File: src/hdl/mrsp_pkg.sv
`timescale 1ns / 1ps
// Shared types and constants for the Modbus RTU sensor poller.
// No dependencies; used by modbus_rtu_sensor_poller and mrsp_crc.
package mrsp_pkg;

	// Kind of an input beat, carried on s_tuser.
	typedef enum logic {
		KIND_BYTE = 1'b0,
		KIND_TICK = 1'b1
	} item_kind_t;

	// Configuration register index (paddr[2]).
	localparam logic REG_POLL_INTERVAL = 1'b0;
	localparam logic REG_REGISTER_ADDR = 1'b1;

	localparam logic [15:0] POLL_INTERVAL_RST = 16'd100;
	localparam logic [15:0] REGISTER_ADDR_RST = 16'd256;

	// Parse result codes.
	typedef enum logic [2:0] {
		PS_NONE   = 3'd0,
		PS_OK     = 3'd1,
		PS_SHORT  = 3'd2,
		PS_HEADER = 3'd3,
		PS_ADDR   = 3'd4,
		PS_CRC    = 3'd5
	} parse_status_t;

	// Sequencer states.
	typedef enum logic [3:0] {
		S_IDLE,
		S_TICK,
		S_READ,
		S_CAPT,
		S_HDR,
		S_RLOAD,
		S_RWAIT,
		S_RCHK,
		S_DIV,
		S_TCLR,
		S_TLOAD,
		S_TWAIT,
		S_SEND
	} seq_state_t;

	// Command to the bit-serial CRC unit.
	typedef struct packed {
		logic       clear;
		logic       load;
		logic [7:0] data;
	} crc_cmd_t;

	localparam logic [15:0] CRC_INIT = 16'hFFFF;
	localparam logic [15:0] CRC_POLY = 16'hA001;

	localparam logic [7:0] FUNC_READ_HOLDING = 8'h03;
	localparam logic [7:0] REPLY_BYTE_COUNT  = 8'h02;
	localparam logic [7:0] QTY_HI            = 8'h00;
	localparam logic [7:0] QTY_LO            = 8'h01;

	localparam int REPLY_LEN = 7;
	localparam int FRAME_LEN = 8;

	// mm / 10 as (mm * 52429) >> 19, exact for any 16-bit mm.
	localparam logic [15:0] DIV10_MUL   = 16'd52429;
	localparam int          DIV10_SHIFT = 19;

endpackage

File: src/hdl/modbus_rtu_sensor_poller.sv
`timescale 1ns / 1ps
// Modbus RTU master: buffers reply bytes, parses on poll, sends read requests.
// Depends on mrsp_pkg, mrsp_ram, mrsp_crc.
//
// Channel  | Dir | Beat content
// ---------+-----+-------------------------------------------------------------
// s_*      | in  | tuser: kind (0 byte, 1 ms tick); tdata: received byte
// m_*      | out | tdata: request byte + poll info; tlast: final request byte
// APB      | cfg | 0x0 poll_interval_ms, 0x4 register_address (16 bits each)
//
// A received byte is taken in idle. A tick returns to idle when no poll is due.
// A due poll reads the buffer and checks the reply header (not when the buffer is
// empty), then runs the bit-serial CRC over the 5 reply bytes when the header and
// address are good, then over the 6 request bytes (load, 8 shifts, done per byte),
// and sends the request; each request beat advances once it is taken downstream.
// s_tready is low from a tick until the sequencer is back in idle, which with a
// due poll is when the eighth request beat is taken; m_tready low simply holds
// the current beat. Reset clears counters and the sequencer and sets the
// configuration registers to defaults; the receive buffer needs no clearing pass.
// Per-sensor distance/timestamp tables are not kept: only the poll results leave.
module modbus_rtu_sensor_poller #(
	parameter int SENSOR_COUNT    = 4,
	parameter int RX_BUFFER_DEPTH = 16
) (
	input  logic        clk,
	input  logic        arst_n,
	// input stream
	input  logic        s_tvalid,
	output logic        s_tready,
	input  logic [7:0]  s_tdata,   // [7:0] rx_byte
	input  logic        s_tuser,   // [0] kind
	// output stream
	output logic        m_tvalid,
	input  logic        m_tready,
	output logic [63:0] m_tdata,   // [7:0] tx_byte, [11:8] polled_address,
	                               // [14:12] parse_status, [17:15] updated_sensor,
	                               // [30:18] dist_cm, [62:31] update_time_ms,
	                               // [63] zero
	output logic        m_tlast,   // last_byte
	// configuration
	input  logic        psel,
	input  logic        penable,
	input  logic        pwrite,
	input  logic [2:0]  paddr,
	input  logic [31:0] pwdata,
	output logic [31:0] prdata,
	output logic        pready
);

	localparam int AW = $clog2(RX_BUFFER_DEPTH);
	localparam int CW = $clog2(RX_BUFFER_DEPTH + 1);

	mrsp_pkg::seq_state_t    state_q, state_d;
	mrsp_pkg::parse_status_t status_q, hdr_status;
	mrsp_pkg::crc_cmd_t      crc_cmd;

	logic [15:0]   interval_q;
	logic [15:0]   regaddr_q;
	logic [31:0]   now_q;
	logic [31:0]   last_q;
	logic [31:0]   elapsed;
	logic [3:0]    pid_q;
	logic [CW-1:0] rx_count_q;
	logic          short_q;
	logic [2:0]    idx_q;
	logic [7:0]    b_q [mrsp_pkg::REPLY_LEN];
	logic [31:0]   prod_q;
	logic [2:0]    sensor_q;
	logic [12:0]   dist_q;
	logic [31:0]   stamp_q;
	logic [15:0]   crc;
	logic          crc_busy;
	logic [7:0]    rdata;
	logic          byte_wr;
	logic          poll_due;
	logic          reply_match;
	logic [7:0]    tx_byte;

	// Request frame byte at position idx.
	function automatic logic [7:0] frame_byte(input logic [2:0] idx, input logic [3:0] pid,
	                                          input logic [15:0] reg_a, input logic [15:0] c);
		logic [7:0] r;
		case (idx)
			3'd0:    r = {4'b0000, pid};
			3'd1:    r = mrsp_pkg::FUNC_READ_HOLDING;
			3'd2:    r = reg_a[15:8];
			3'd3:    r = reg_a[7:0];
			3'd4:    r = mrsp_pkg::QTY_HI;
			3'd5:    r = mrsp_pkg::QTY_LO;
			3'd6:    r = c[7:0];
			default: r = c[15:8];
		endcase
		return r;
	endfunction

	// ---------------- configuration port ----------------
	assign pready = 1'b1;
	assign prdata = (paddr[2] == mrsp_pkg::REG_REGISTER_ADDR) ? {16'h0000, regaddr_q}
	                                                          : {16'h0000, interval_q};

	always_ff @(posedge clk or negedge arst_n) begin
		if (!arst_n) begin
			interval_q <= mrsp_pkg::POLL_INTERVAL_RST;
			regaddr_q  <= mrsp_pkg::REGISTER_ADDR_RST;
		end else if (psel && penable && pwrite && pready) begin
			if (paddr[2] == mrsp_pkg::REG_POLL_INTERVAL) begin
				interval_q <= pwdata[15:0];
			end else begin
				regaddr_q <= pwdata[15:0];
			end
		end
	end

	// ---------------- receive buffer ----------------
	assign byte_wr = s_tvalid && s_tready && (s_tuser == mrsp_pkg::KIND_BYTE)
	                 && (rx_count_q < CW'(RX_BUFFER_DEPTH));

	mrsp_ram #(
		.WIDTH(8),
		.DEPTH(RX_BUFFER_DEPTH)
	) u_rx_buf (
		.clk  (clk),
		.we   (byte_wr),
		.waddr(rx_count_q[AW-1:0]),
		.wdata(s_tdata),
		.raddr(AW'(idx_q)),
		.rdata(rdata)
	);

	// ---------------- shared CRC unit ----------------
	mrsp_crc u_crc (
		.clk   (clk),
		.arst_n(arst_n),
		.cmd   (crc_cmd),
		.crc   (crc),
		.busy  (crc_busy)
	);

	// ---------------- decode helpers ----------------
	assign elapsed     = now_q - last_q;
	assign poll_due    = !(elapsed < {16'h0000, interval_q});
	assign reply_match = (crc == {b_q[6], b_q[5]});

	always_comb begin
		if (short_q) begin
			hdr_status = mrsp_pkg::PS_SHORT;
		end else if (b_q[1] != mrsp_pkg::FUNC_READ_HOLDING
		             || b_q[2] != mrsp_pkg::REPLY_BYTE_COUNT) begin
			hdr_status = mrsp_pkg::PS_HEADER;
		end else if (b_q[0] == 8'h00 || b_q[0] > 8'(SENSOR_COUNT)) begin
			hdr_status = mrsp_pkg::PS_ADDR;
		end else begin
			hdr_status = mrsp_pkg::PS_OK;   // provisional until the CRC check
		end
	end

	// ---------------- sequencer: next state and unit commands ----------------
	always_comb begin
		state_d = state_q;
		crc_cmd = '0;
		case (state_q)
			mrsp_pkg::S_IDLE: begin
				if (s_tvalid && s_tuser == mrsp_pkg::KIND_TICK) begin
					state_d = mrsp_pkg::S_TICK;
				end
			end
			mrsp_pkg::S_TICK: begin
				if (!poll_due) begin
					state_d = mrsp_pkg::S_IDLE;
				end else if (rx_count_q != '0) begin
					state_d = mrsp_pkg::S_READ;
				end else begin
					state_d = mrsp_pkg::S_TCLR;
				end
			end
			mrsp_pkg::S_READ: begin
				state_d = mrsp_pkg::S_CAPT;
			end
			mrsp_pkg::S_CAPT: begin
				state_d = (idx_q == 3'(mrsp_pkg::REPLY_LEN - 1)) ? mrsp_pkg::S_HDR
				                                                 : mrsp_pkg::S_READ;
			end
			mrsp_pkg::S_HDR: begin
				if (hdr_status == mrsp_pkg::PS_OK) begin
					crc_cmd.clear = 1'b1;
					state_d = mrsp_pkg::S_RLOAD;
				end else begin
					state_d = mrsp_pkg::S_TCLR;
				end
			end
			mrsp_pkg::S_RLOAD: begin
				crc_cmd.load = 1'b1;
				crc_cmd.data = b_q[idx_q];
				state_d = mrsp_pkg::S_RWAIT;
			end
			mrsp_pkg::S_RWAIT: begin
				if (!crc_busy) begin
					state_d = (idx_q == 3'd4) ? mrsp_pkg::S_RCHK : mrsp_pkg::S_RLOAD;
				end
			end
			mrsp_pkg::S_RCHK: begin
				state_d = reply_match ? mrsp_pkg::S_DIV : mrsp_pkg::S_TCLR;
			end
			mrsp_pkg::S_DIV: begin
				state_d = mrsp_pkg::S_TCLR;
			end
			mrsp_pkg::S_TCLR: begin
				crc_cmd.clear = 1'b1;
				state_d = mrsp_pkg::S_TLOAD;
			end
			mrsp_pkg::S_TLOAD: begin
				crc_cmd.load = 1'b1;
				crc_cmd.data = frame_byte(idx_q, pid_q, regaddr_q, crc);
				state_d = mrsp_pkg::S_TWAIT;
			end
			mrsp_pkg::S_TWAIT: begin
				if (!crc_busy) begin
					state_d = (idx_q == 3'd5) ? mrsp_pkg::S_SEND : mrsp_pkg::S_TLOAD;
				end
			end
			mrsp_pkg::S_SEND: begin
				if (m_tready && idx_q == 3'(mrsp_pkg::FRAME_LEN - 1)) begin
					state_d = mrsp_pkg::S_IDLE;
				end
			end
			default: begin
				state_d = mrsp_pkg::S_IDLE;
			end
		endcase
	end

	always_ff @(posedge clk or negedge arst_n) begin
		if (!arst_n) begin
			state_q <= mrsp_pkg::S_IDLE;
		end else begin
			state_q <= state_d;
		end
	end

	// ---------------- control counters ----------------
	always_ff @(posedge clk or negedge arst_n) begin
		if (!arst_n) begin
			now_q      <= '0;
			last_q     <= '0;
			pid_q      <= '0;
			rx_count_q <= '0;
			idx_q      <= '0;
			status_q   <= mrsp_pkg::PS_NONE;
		end else begin
			if (byte_wr) begin
				rx_count_q <= rx_count_q + CW'(1);
			end
			case (state_q)
				mrsp_pkg::S_IDLE: begin
					if (s_tvalid && s_tuser == mrsp_pkg::KIND_TICK) begin
						now_q <= now_q + 32'd1;
					end
				end
				mrsp_pkg::S_TICK: begin
					idx_q <= '0;
					if (poll_due) begin
						last_q     <= now_q;
						rx_count_q <= '0;
						status_q   <= mrsp_pkg::PS_NONE;
						pid_q      <= (pid_q >= 4'(SENSOR_COUNT)) ? 4'd1 : pid_q + 4'd1;
					end
				end
				mrsp_pkg::S_CAPT: begin
					idx_q <= (idx_q == 3'(mrsp_pkg::REPLY_LEN - 1)) ? 3'd0 : idx_q + 3'd1;
				end
				mrsp_pkg::S_HDR: begin
					status_q <= hdr_status;
				end
				mrsp_pkg::S_RWAIT: begin
					if (!crc_busy && idx_q != 3'd4) begin
						idx_q <= idx_q + 3'd1;
					end
				end
				mrsp_pkg::S_RCHK: begin
					if (!reply_match) begin
						status_q <= mrsp_pkg::PS_CRC;
					end
				end
				mrsp_pkg::S_TCLR: begin
					idx_q <= '0;
				end
				mrsp_pkg::S_TWAIT: begin
					if (!crc_busy) begin
						idx_q <= (idx_q == 3'd5) ? 3'd0 : idx_q + 3'd1;
					end
				end
				mrsp_pkg::S_SEND: begin
					if (m_tready) begin
						idx_q <= idx_q + 3'd1;
					end
				end
				default: begin
				end
			endcase
		end
	end

	// ---------------- payload registers ----------------
	always_ff @(posedge clk) begin
		case (state_q)
			mrsp_pkg::S_TICK: begin
				short_q  <= (rx_count_q < CW'(mrsp_pkg::REPLY_LEN));
				sensor_q <= '0;
				dist_q   <= '0;
				stamp_q  <= '0;
			end
			mrsp_pkg::S_CAPT: begin
				b_q[idx_q] <= rdata;
			end
			mrsp_pkg::S_RCHK: begin
				prod_q <= {b_q[3], b_q[4]} * mrsp_pkg::DIV10_MUL;
			end
			mrsp_pkg::S_DIV: begin
				dist_q   <= prod_q[mrsp_pkg::DIV10_SHIFT +: 13];
				sensor_q <= 3'(b_q[0] - 8'd1);
				stamp_q  <= now_q;
			end
			default: begin
			end
		endcase
	end

	// ---------------- handshakes and output beat ----------------
	assign s_tready = (state_q == mrsp_pkg::S_IDLE);
	assign m_tvalid = (state_q == mrsp_pkg::S_SEND);
	assign m_tlast  = (idx_q == 3'(mrsp_pkg::FRAME_LEN - 1));
	assign tx_byte  = frame_byte(idx_q, pid_q, regaddr_q, crc);
	assign m_tdata  = {1'b0, stamp_q, dist_q, sensor_q, status_q, pid_q, tx_byte};

	// ---------------- assertions ----------------
	a_one_side: assert property (@(posedge clk) disable iff (!arst_n)
		m_tvalid |-> !s_tready)
		else $error("input accepted while a request beat is pending");

	a_frame_end: assert property (@(posedge clk) disable iff (!arst_n)
		m_tvalid && m_tready && m_tlast |=> s_tready)
		else $error("sequencer did not return to idle after the final beat");

	a_crc_free: assert property (@(posedge clk) disable iff (!arst_n)
		crc_cmd.load |-> !crc_busy)
		else $error("CRC unit loaded while still shifting");

	a_dist_range: assert property (@(posedge clk) disable iff (!arst_n)
		m_tvalid && status_q == mrsp_pkg::PS_OK |-> dist_q <= 13'd6553)
		else $error("distance out of range");

	a_rx_bound: assert property (@(posedge clk) disable iff (!arst_n)
		rx_count_q <= CW'(RX_BUFFER_DEPTH))
		else $error("receive count beyond buffer depth");

endmodule

File: src/hdl/mrsp_ram.sv
`timescale 1ns / 1ps
// Generic single-write, single-read RAM with registered read data.
// No dependencies.
module mrsp_ram #(
	parameter int WIDTH = 8,
	parameter int DEPTH = 16
) (
	input  logic                     clk,
	input  logic                     we,
	input  logic [$clog2(DEPTH)-1:0] waddr,
	input  logic [WIDTH-1:0]         wdata,
	input  logic [$clog2(DEPTH)-1:0] raddr,
	output logic [WIDTH-1:0]         rdata
);

	logic [WIDTH-1:0] mem_q [DEPTH];

	always_ff @(posedge clk) begin
		if (we) begin
			mem_q[waddr] <= wdata;
		end
		rdata <= mem_q[raddr];
	end

endmodule

File: src/hdl/mrsp_crc.sv
`timescale 1ns / 1ps
// Bit-serial CRC16-Modbus unit: one polynomial step per cycle, 8 per byte.
// Depends on mrsp_pkg.
module mrsp_crc (
	input  logic              clk,
	input  logic              arst_n,
	input  mrsp_pkg::crc_cmd_t cmd,
	output logic [15:0]       crc,
	output logic              busy
);

	logic [15:0] crc_q;
	logic [3:0]  cnt_q;

	assign crc  = crc_q;
	assign busy = (cnt_q != 4'd0);

	always_ff @(posedge clk or negedge arst_n) begin
		if (!arst_n) begin
			crc_q <= mrsp_pkg::CRC_INIT;
			cnt_q <= 4'd0;
		end else if (cmd.clear) begin
			crc_q <= mrsp_pkg::CRC_INIT;
			cnt_q <= 4'd0;
		end else if (cmd.load) begin
			crc_q <= crc_q ^ {8'h00, cmd.data};
			cnt_q <= 4'd8;
		end else if (busy) begin
			// reflected shift, poly applied when the dropped bit is set
			crc_q <= crc_q[0] ? ((crc_q >> 1) ^ mrsp_pkg::CRC_POLY) : (crc_q >> 1);
			cnt_q <= cnt_q - 4'd1;
		end
	end

endmodule
File: config.mk
export PLATFORM = sky130hd
export DESIGN_NAME = modbus_rtu_sensor_poller
export DESIGN_NICKNAME = d
export VERILOG_FILES = /design/src/hdl/mrsp_pkg.sv /design/src/hdl/modbus_rtu_sensor_poller.sv /design/src/hdl/mrsp_ram.sv /design/src/hdl/mrsp_crc.sv
export SDC_FILE = /design/constraint.sdc
export NUM_CORES = 1
export LEC_CHECK = 0
export ABC_AREA = 0
export BUFFER_PORTS_ARGS = -buffer_cell sky130_fd_sc_hd__buf_2
export CAP_MARGIN = 40
export CELL_PAD_IN_SITES_DETAIL_PLACEMENT = 2
export CELL_PAD_IN_SITES_GLOBAL_PLACEMENT = 2
export CORE_UTILIZATION = 39
export DETAILED_ROUTE_END_ITERATION = 8
export PLACE_DENSITY = 0.77
export SLEW_MARGIN = 5
export SYNTH_ARGS = -nofsm -noshare
export SYNTH_HDL_FRONTEND = slang
export SYNTH_HIERARCHICAL = 1
export SYNTH_SLANG_ARGS = --single-unit
File: constraint.sdc
create_clock -name clk -period 6.03 [get_ports clk]
set_input_delay 1.206 -clock clk [delete_from_list [all_inputs] [get_ports clk]]
set_output_delay 1.206 -clock clk [all_outputs]
set_load 0.02 [all_outputs]
==> summary.txt <==
Slew @ Worst Pin - 0.927 ns
Req. time, crit path - 6.35 ns
Async SR Flop Fraction - 34.0%
CTS tree - yes
Max Cap Viol - 0
Initial Util - 39.4%
Die Ht - 249 um
Place WS - -0.410 ns
Crit path max-delay family - adder cells
First drt pass iteration count - 5
Initial antenna violation count - 9
Final setup fails - 2
Min-Delay Path Class - reg -> reg
DRC violations left - 0
H-tree depth - 2
CTS clk-pin slew, worst paths - 0.06 ns
Leakage power total - 12.0 nW
Via Count - 16385
Cell Area, Synth - 23800 um^2
Crit. Startpoint - b_q[4][3]
Total CTS buffers - 44
Reg-to-Reg End - prod_q[31]
Top-count cell post-synth - edfxtp_1
Area growth, synth to finish - 14.6%
Grt ovf - 0
# fillers - 6027
Commonest cells in the netlist - 254 x edfxtp_1, 238 x inv_1, 190 x ha_1, 139 x nand2_1, 115 x dfrtp_1
Site Rows - 90
Clk_lat worst skew - 0.61 ns
R2r worst-path depth - 21
Final Util - 45.2%
Routability cong. - 0.882
R2R Setup Slk - -0.03 ns
Via density - 5.53
Peak VDD IR - 0.417 mV
Sequential area share after synthesis - 47.0%
Cell variety after synth - 91
R2r startpoint - b_q[4][3]
Hold-fix buffers, CTS - 0
CP cell instances - ha_4 -> inv_4 -> fa_1 -> inv_2 -> fa_1 -> fa_1 -> fa_1 -> inv_2 -> fa_1 -> inv_1 -> ha_2 -> or3_4 -> a221oi_4 -> o21ai_2 -> a31o_2 -> a41oi_4 -> o21ai_2 -> a41o_1 -> o41a_1 -> a21oi_2 -> xnor2_1
Area of the die - 62000 um^2
Cell Pwr Density - 434 nW/um^2
Post-Syn Area per Cell - 12.1 um^2
Levels on crit path - 21
Post-Syn Instances - 1969
Routed len/inst - 25.3 um
Area leader, netlist - edfxtp_1
Skew final - 0.0435 ns
Status - finished with violations
Die width - 249 um
Critical Path AT - 6.38 ns
Pins over their slew limit - 0
Global-route wire length before repair - 115 mm
Critical-path maximum fanout - 3
Fmax - 165 MHz
Top cell type's share of synthesized area - 32.1%
Warnings from Yosys - 6
Vias in the first global route - 18606
1st-iter DRT viols - 834
Worst path bufs/invs - 4
Post-synth EDFFs - 254
Crit path kind - reg -> reg
Failing checks - setup timing
Largest net degree at the start of global routing - 79
Startpoint Class - register
Io pins - 151
Critical Path Sink - prod_q[31]
GRT Overall Usage - 24.3%
DRT Wirelength - 74.9 mm
Core ar. - 60400 um^2
Min Hold Slack - 0.507 ns
Most common flop cell mapped by yosys - edfxtp_1
Synthesis-stage register bit count - 397
Tot Pwr - 11.8 mW
Tcrit/Tclk final - 101%
Buffers on Ports - 114
Top cells by area, synth - edfxtp_1 32%, dfrtp_1 12%, ha_1 10%, fa_1 6.7%, inv_1 3.8%
Clock sinks - 397
Worst setup margin - -0.0329 ns
Slowest CP cell - fa_1
Fraction of layout cells with a size suffix above 1 - 19.9%
CTS Root Cell - clkbuf_16
RSZ-0062 raised after global routing - yes
Worst Setup End Kind - register
Final Hold Fails - 0
Setup TNS - -0.0423 ns
Maximum clock path buffer count - 3
Crit path top cell by count - fa_1
Max-slew headroom - 37.5%
Post-DP HPWL - 55.7 mm
Max stage delay on crit path - 0.54 ns
Min Tclk post-route - 6.06 ns
ANT nets after route - 0
NumNets Final - 2466
## worst min-delay path by stage
stage | from | to | slack (ns) | cells past startpoint
after CTS | interval_q[8] | interval_q[8] | 0.51 | 1
final | interval_q[8] | interval_q[8] | 0.51 | 1
after global routing | interval_q[14] | interval_q[14] | 0.52 | 1
after floorplan | interval_q[10] | interval_q[10] | 0.48 | 1
after global placement | interval_q[15] | interval_q[15] | 0.49 | 1
after detailed placement | interval_q[8] | interval_q[8] | 0.50 | 1
## cell type report
class | count | area (um^2) | share of cell area [%]
Sequential cell | 397 | 11200 | 41.1
Clock inverter | 18 | 201 | 0.739
Inverter | 242 | 911 | 3.34
Multi-Input combinational cell | 1268 | 11500 | 42.2
Tap cell | 782 | 978 | 3.59
Timing Repair Buffer | 192 | 1210 | 4.45
Antenna cell | 1 | 2.50 | 0.00918
Clock buffer | 64 | 1270 | 4.65
## cell families after synthesis
group	count (synthesis)	share of synthesized area, %
buffers and inverters	324	5.77
xor gates and xnor gates	100	3.68
other	2	0.0316
AOI/OAI and AO/OA	280	8.22
adders and majority gates	270	16.7
muxes	141	9.11
and+or+nand+nor	455	9.42
DFF	397	47.0
## metrics by stage
| step | instance area (um^2) | instances |
|---|---|---|
| 2_1_floorplan | 23900 | 1989 |
| 3_3_place_gp | 25400 | 2860 |
| 5_1_grt | 27300 | 2963 |
| 3_5_place_dp | 25500 | 2867 |
| 6_report | 27300 | 2964 |
| 4_1_cts | 27200 | 2960 |
## placed cells by master (no fill, tap or decap), types with 19 or more instances in the layout
cell | synthesis | final
a21o_1 | 19 | 19
a21oi_1 | 59 | 58
a22oi_1 | 21 | 21
and3_1 | 60 | 60
buf_2 | 11 | 115
buf_4 | 19 | 68
clkbuf_16 | 0 | 45
conb_1 | 2 | 22
dfrtp_1 | 115 | 113
dfstp_2 | 20 | 20
edfxtp_1 | 254 | 254
fa_1 | 80 | 79
ha_1 | 190 | 182
inv_1 | 238 | 234
mux2_2 | 42 | 42
mux2_4 | 30 | 30
mux2i_1 | 28 | 28
mux4_2 | 26 | 26
nand2_1 | 139 | 138
nand3_1 | 26 | 26
nand4_1 | 25 | 25
nor2_1 | 108 | 105
nor3_1 | 20 | 20
o21ai_0 | 50 | 47
xnor2_1 | 57 | 56
xor2_1 | 43 | 42
## state kept, by name (all words and copies together) (netlist names), 4 cells and up
name / count
u_rx_buf/mem_q: 128
b_q: 64
last_q: 32
now_q: 32
stamp_q: 32
interval_q: 16
regaddr_q: 16
u_crc/crc: 16
dist_q: 13
prod_q: 13
u_rx_buf/rdata: 8
rx_count_q: 5
pid_q: 4
state_q: 4
u_crc/cnt_q: 4
## power by group
group | switching [mW] | total [mW] | leakage [nW] | internal [mW]
Clock | 1.16 | 2.72 | 0.716 | 1.56
Sequential | 0.432 | 3.89 | 4.10 | 3.46
Combinational | 3.18 | 5.22 | 7.16 | 2.04
Total | 4.77 | 11.8 | 12.0 | 7.06
## layer usage
metal  GRT usage (%)  up-vias  wire, um  share of wire (%)
met3            3.70      135      3340                4.5
met2            43.8      419     38700                 52
li1                -     7352         -                  -
met1            29.6     8475     30500                 41
met5               0        -        24              0.032
met4            8.41        4      2390                3.2
## what timing repair did
item                                    CTS  global route
endpoints found under the setup margin    8             8
setup buffers                            11             4
pin swaps                                24             6
resized for setup                        18            15
cloned                                    0             0
No activity file was read; power rests on OpenSTA's default activity.
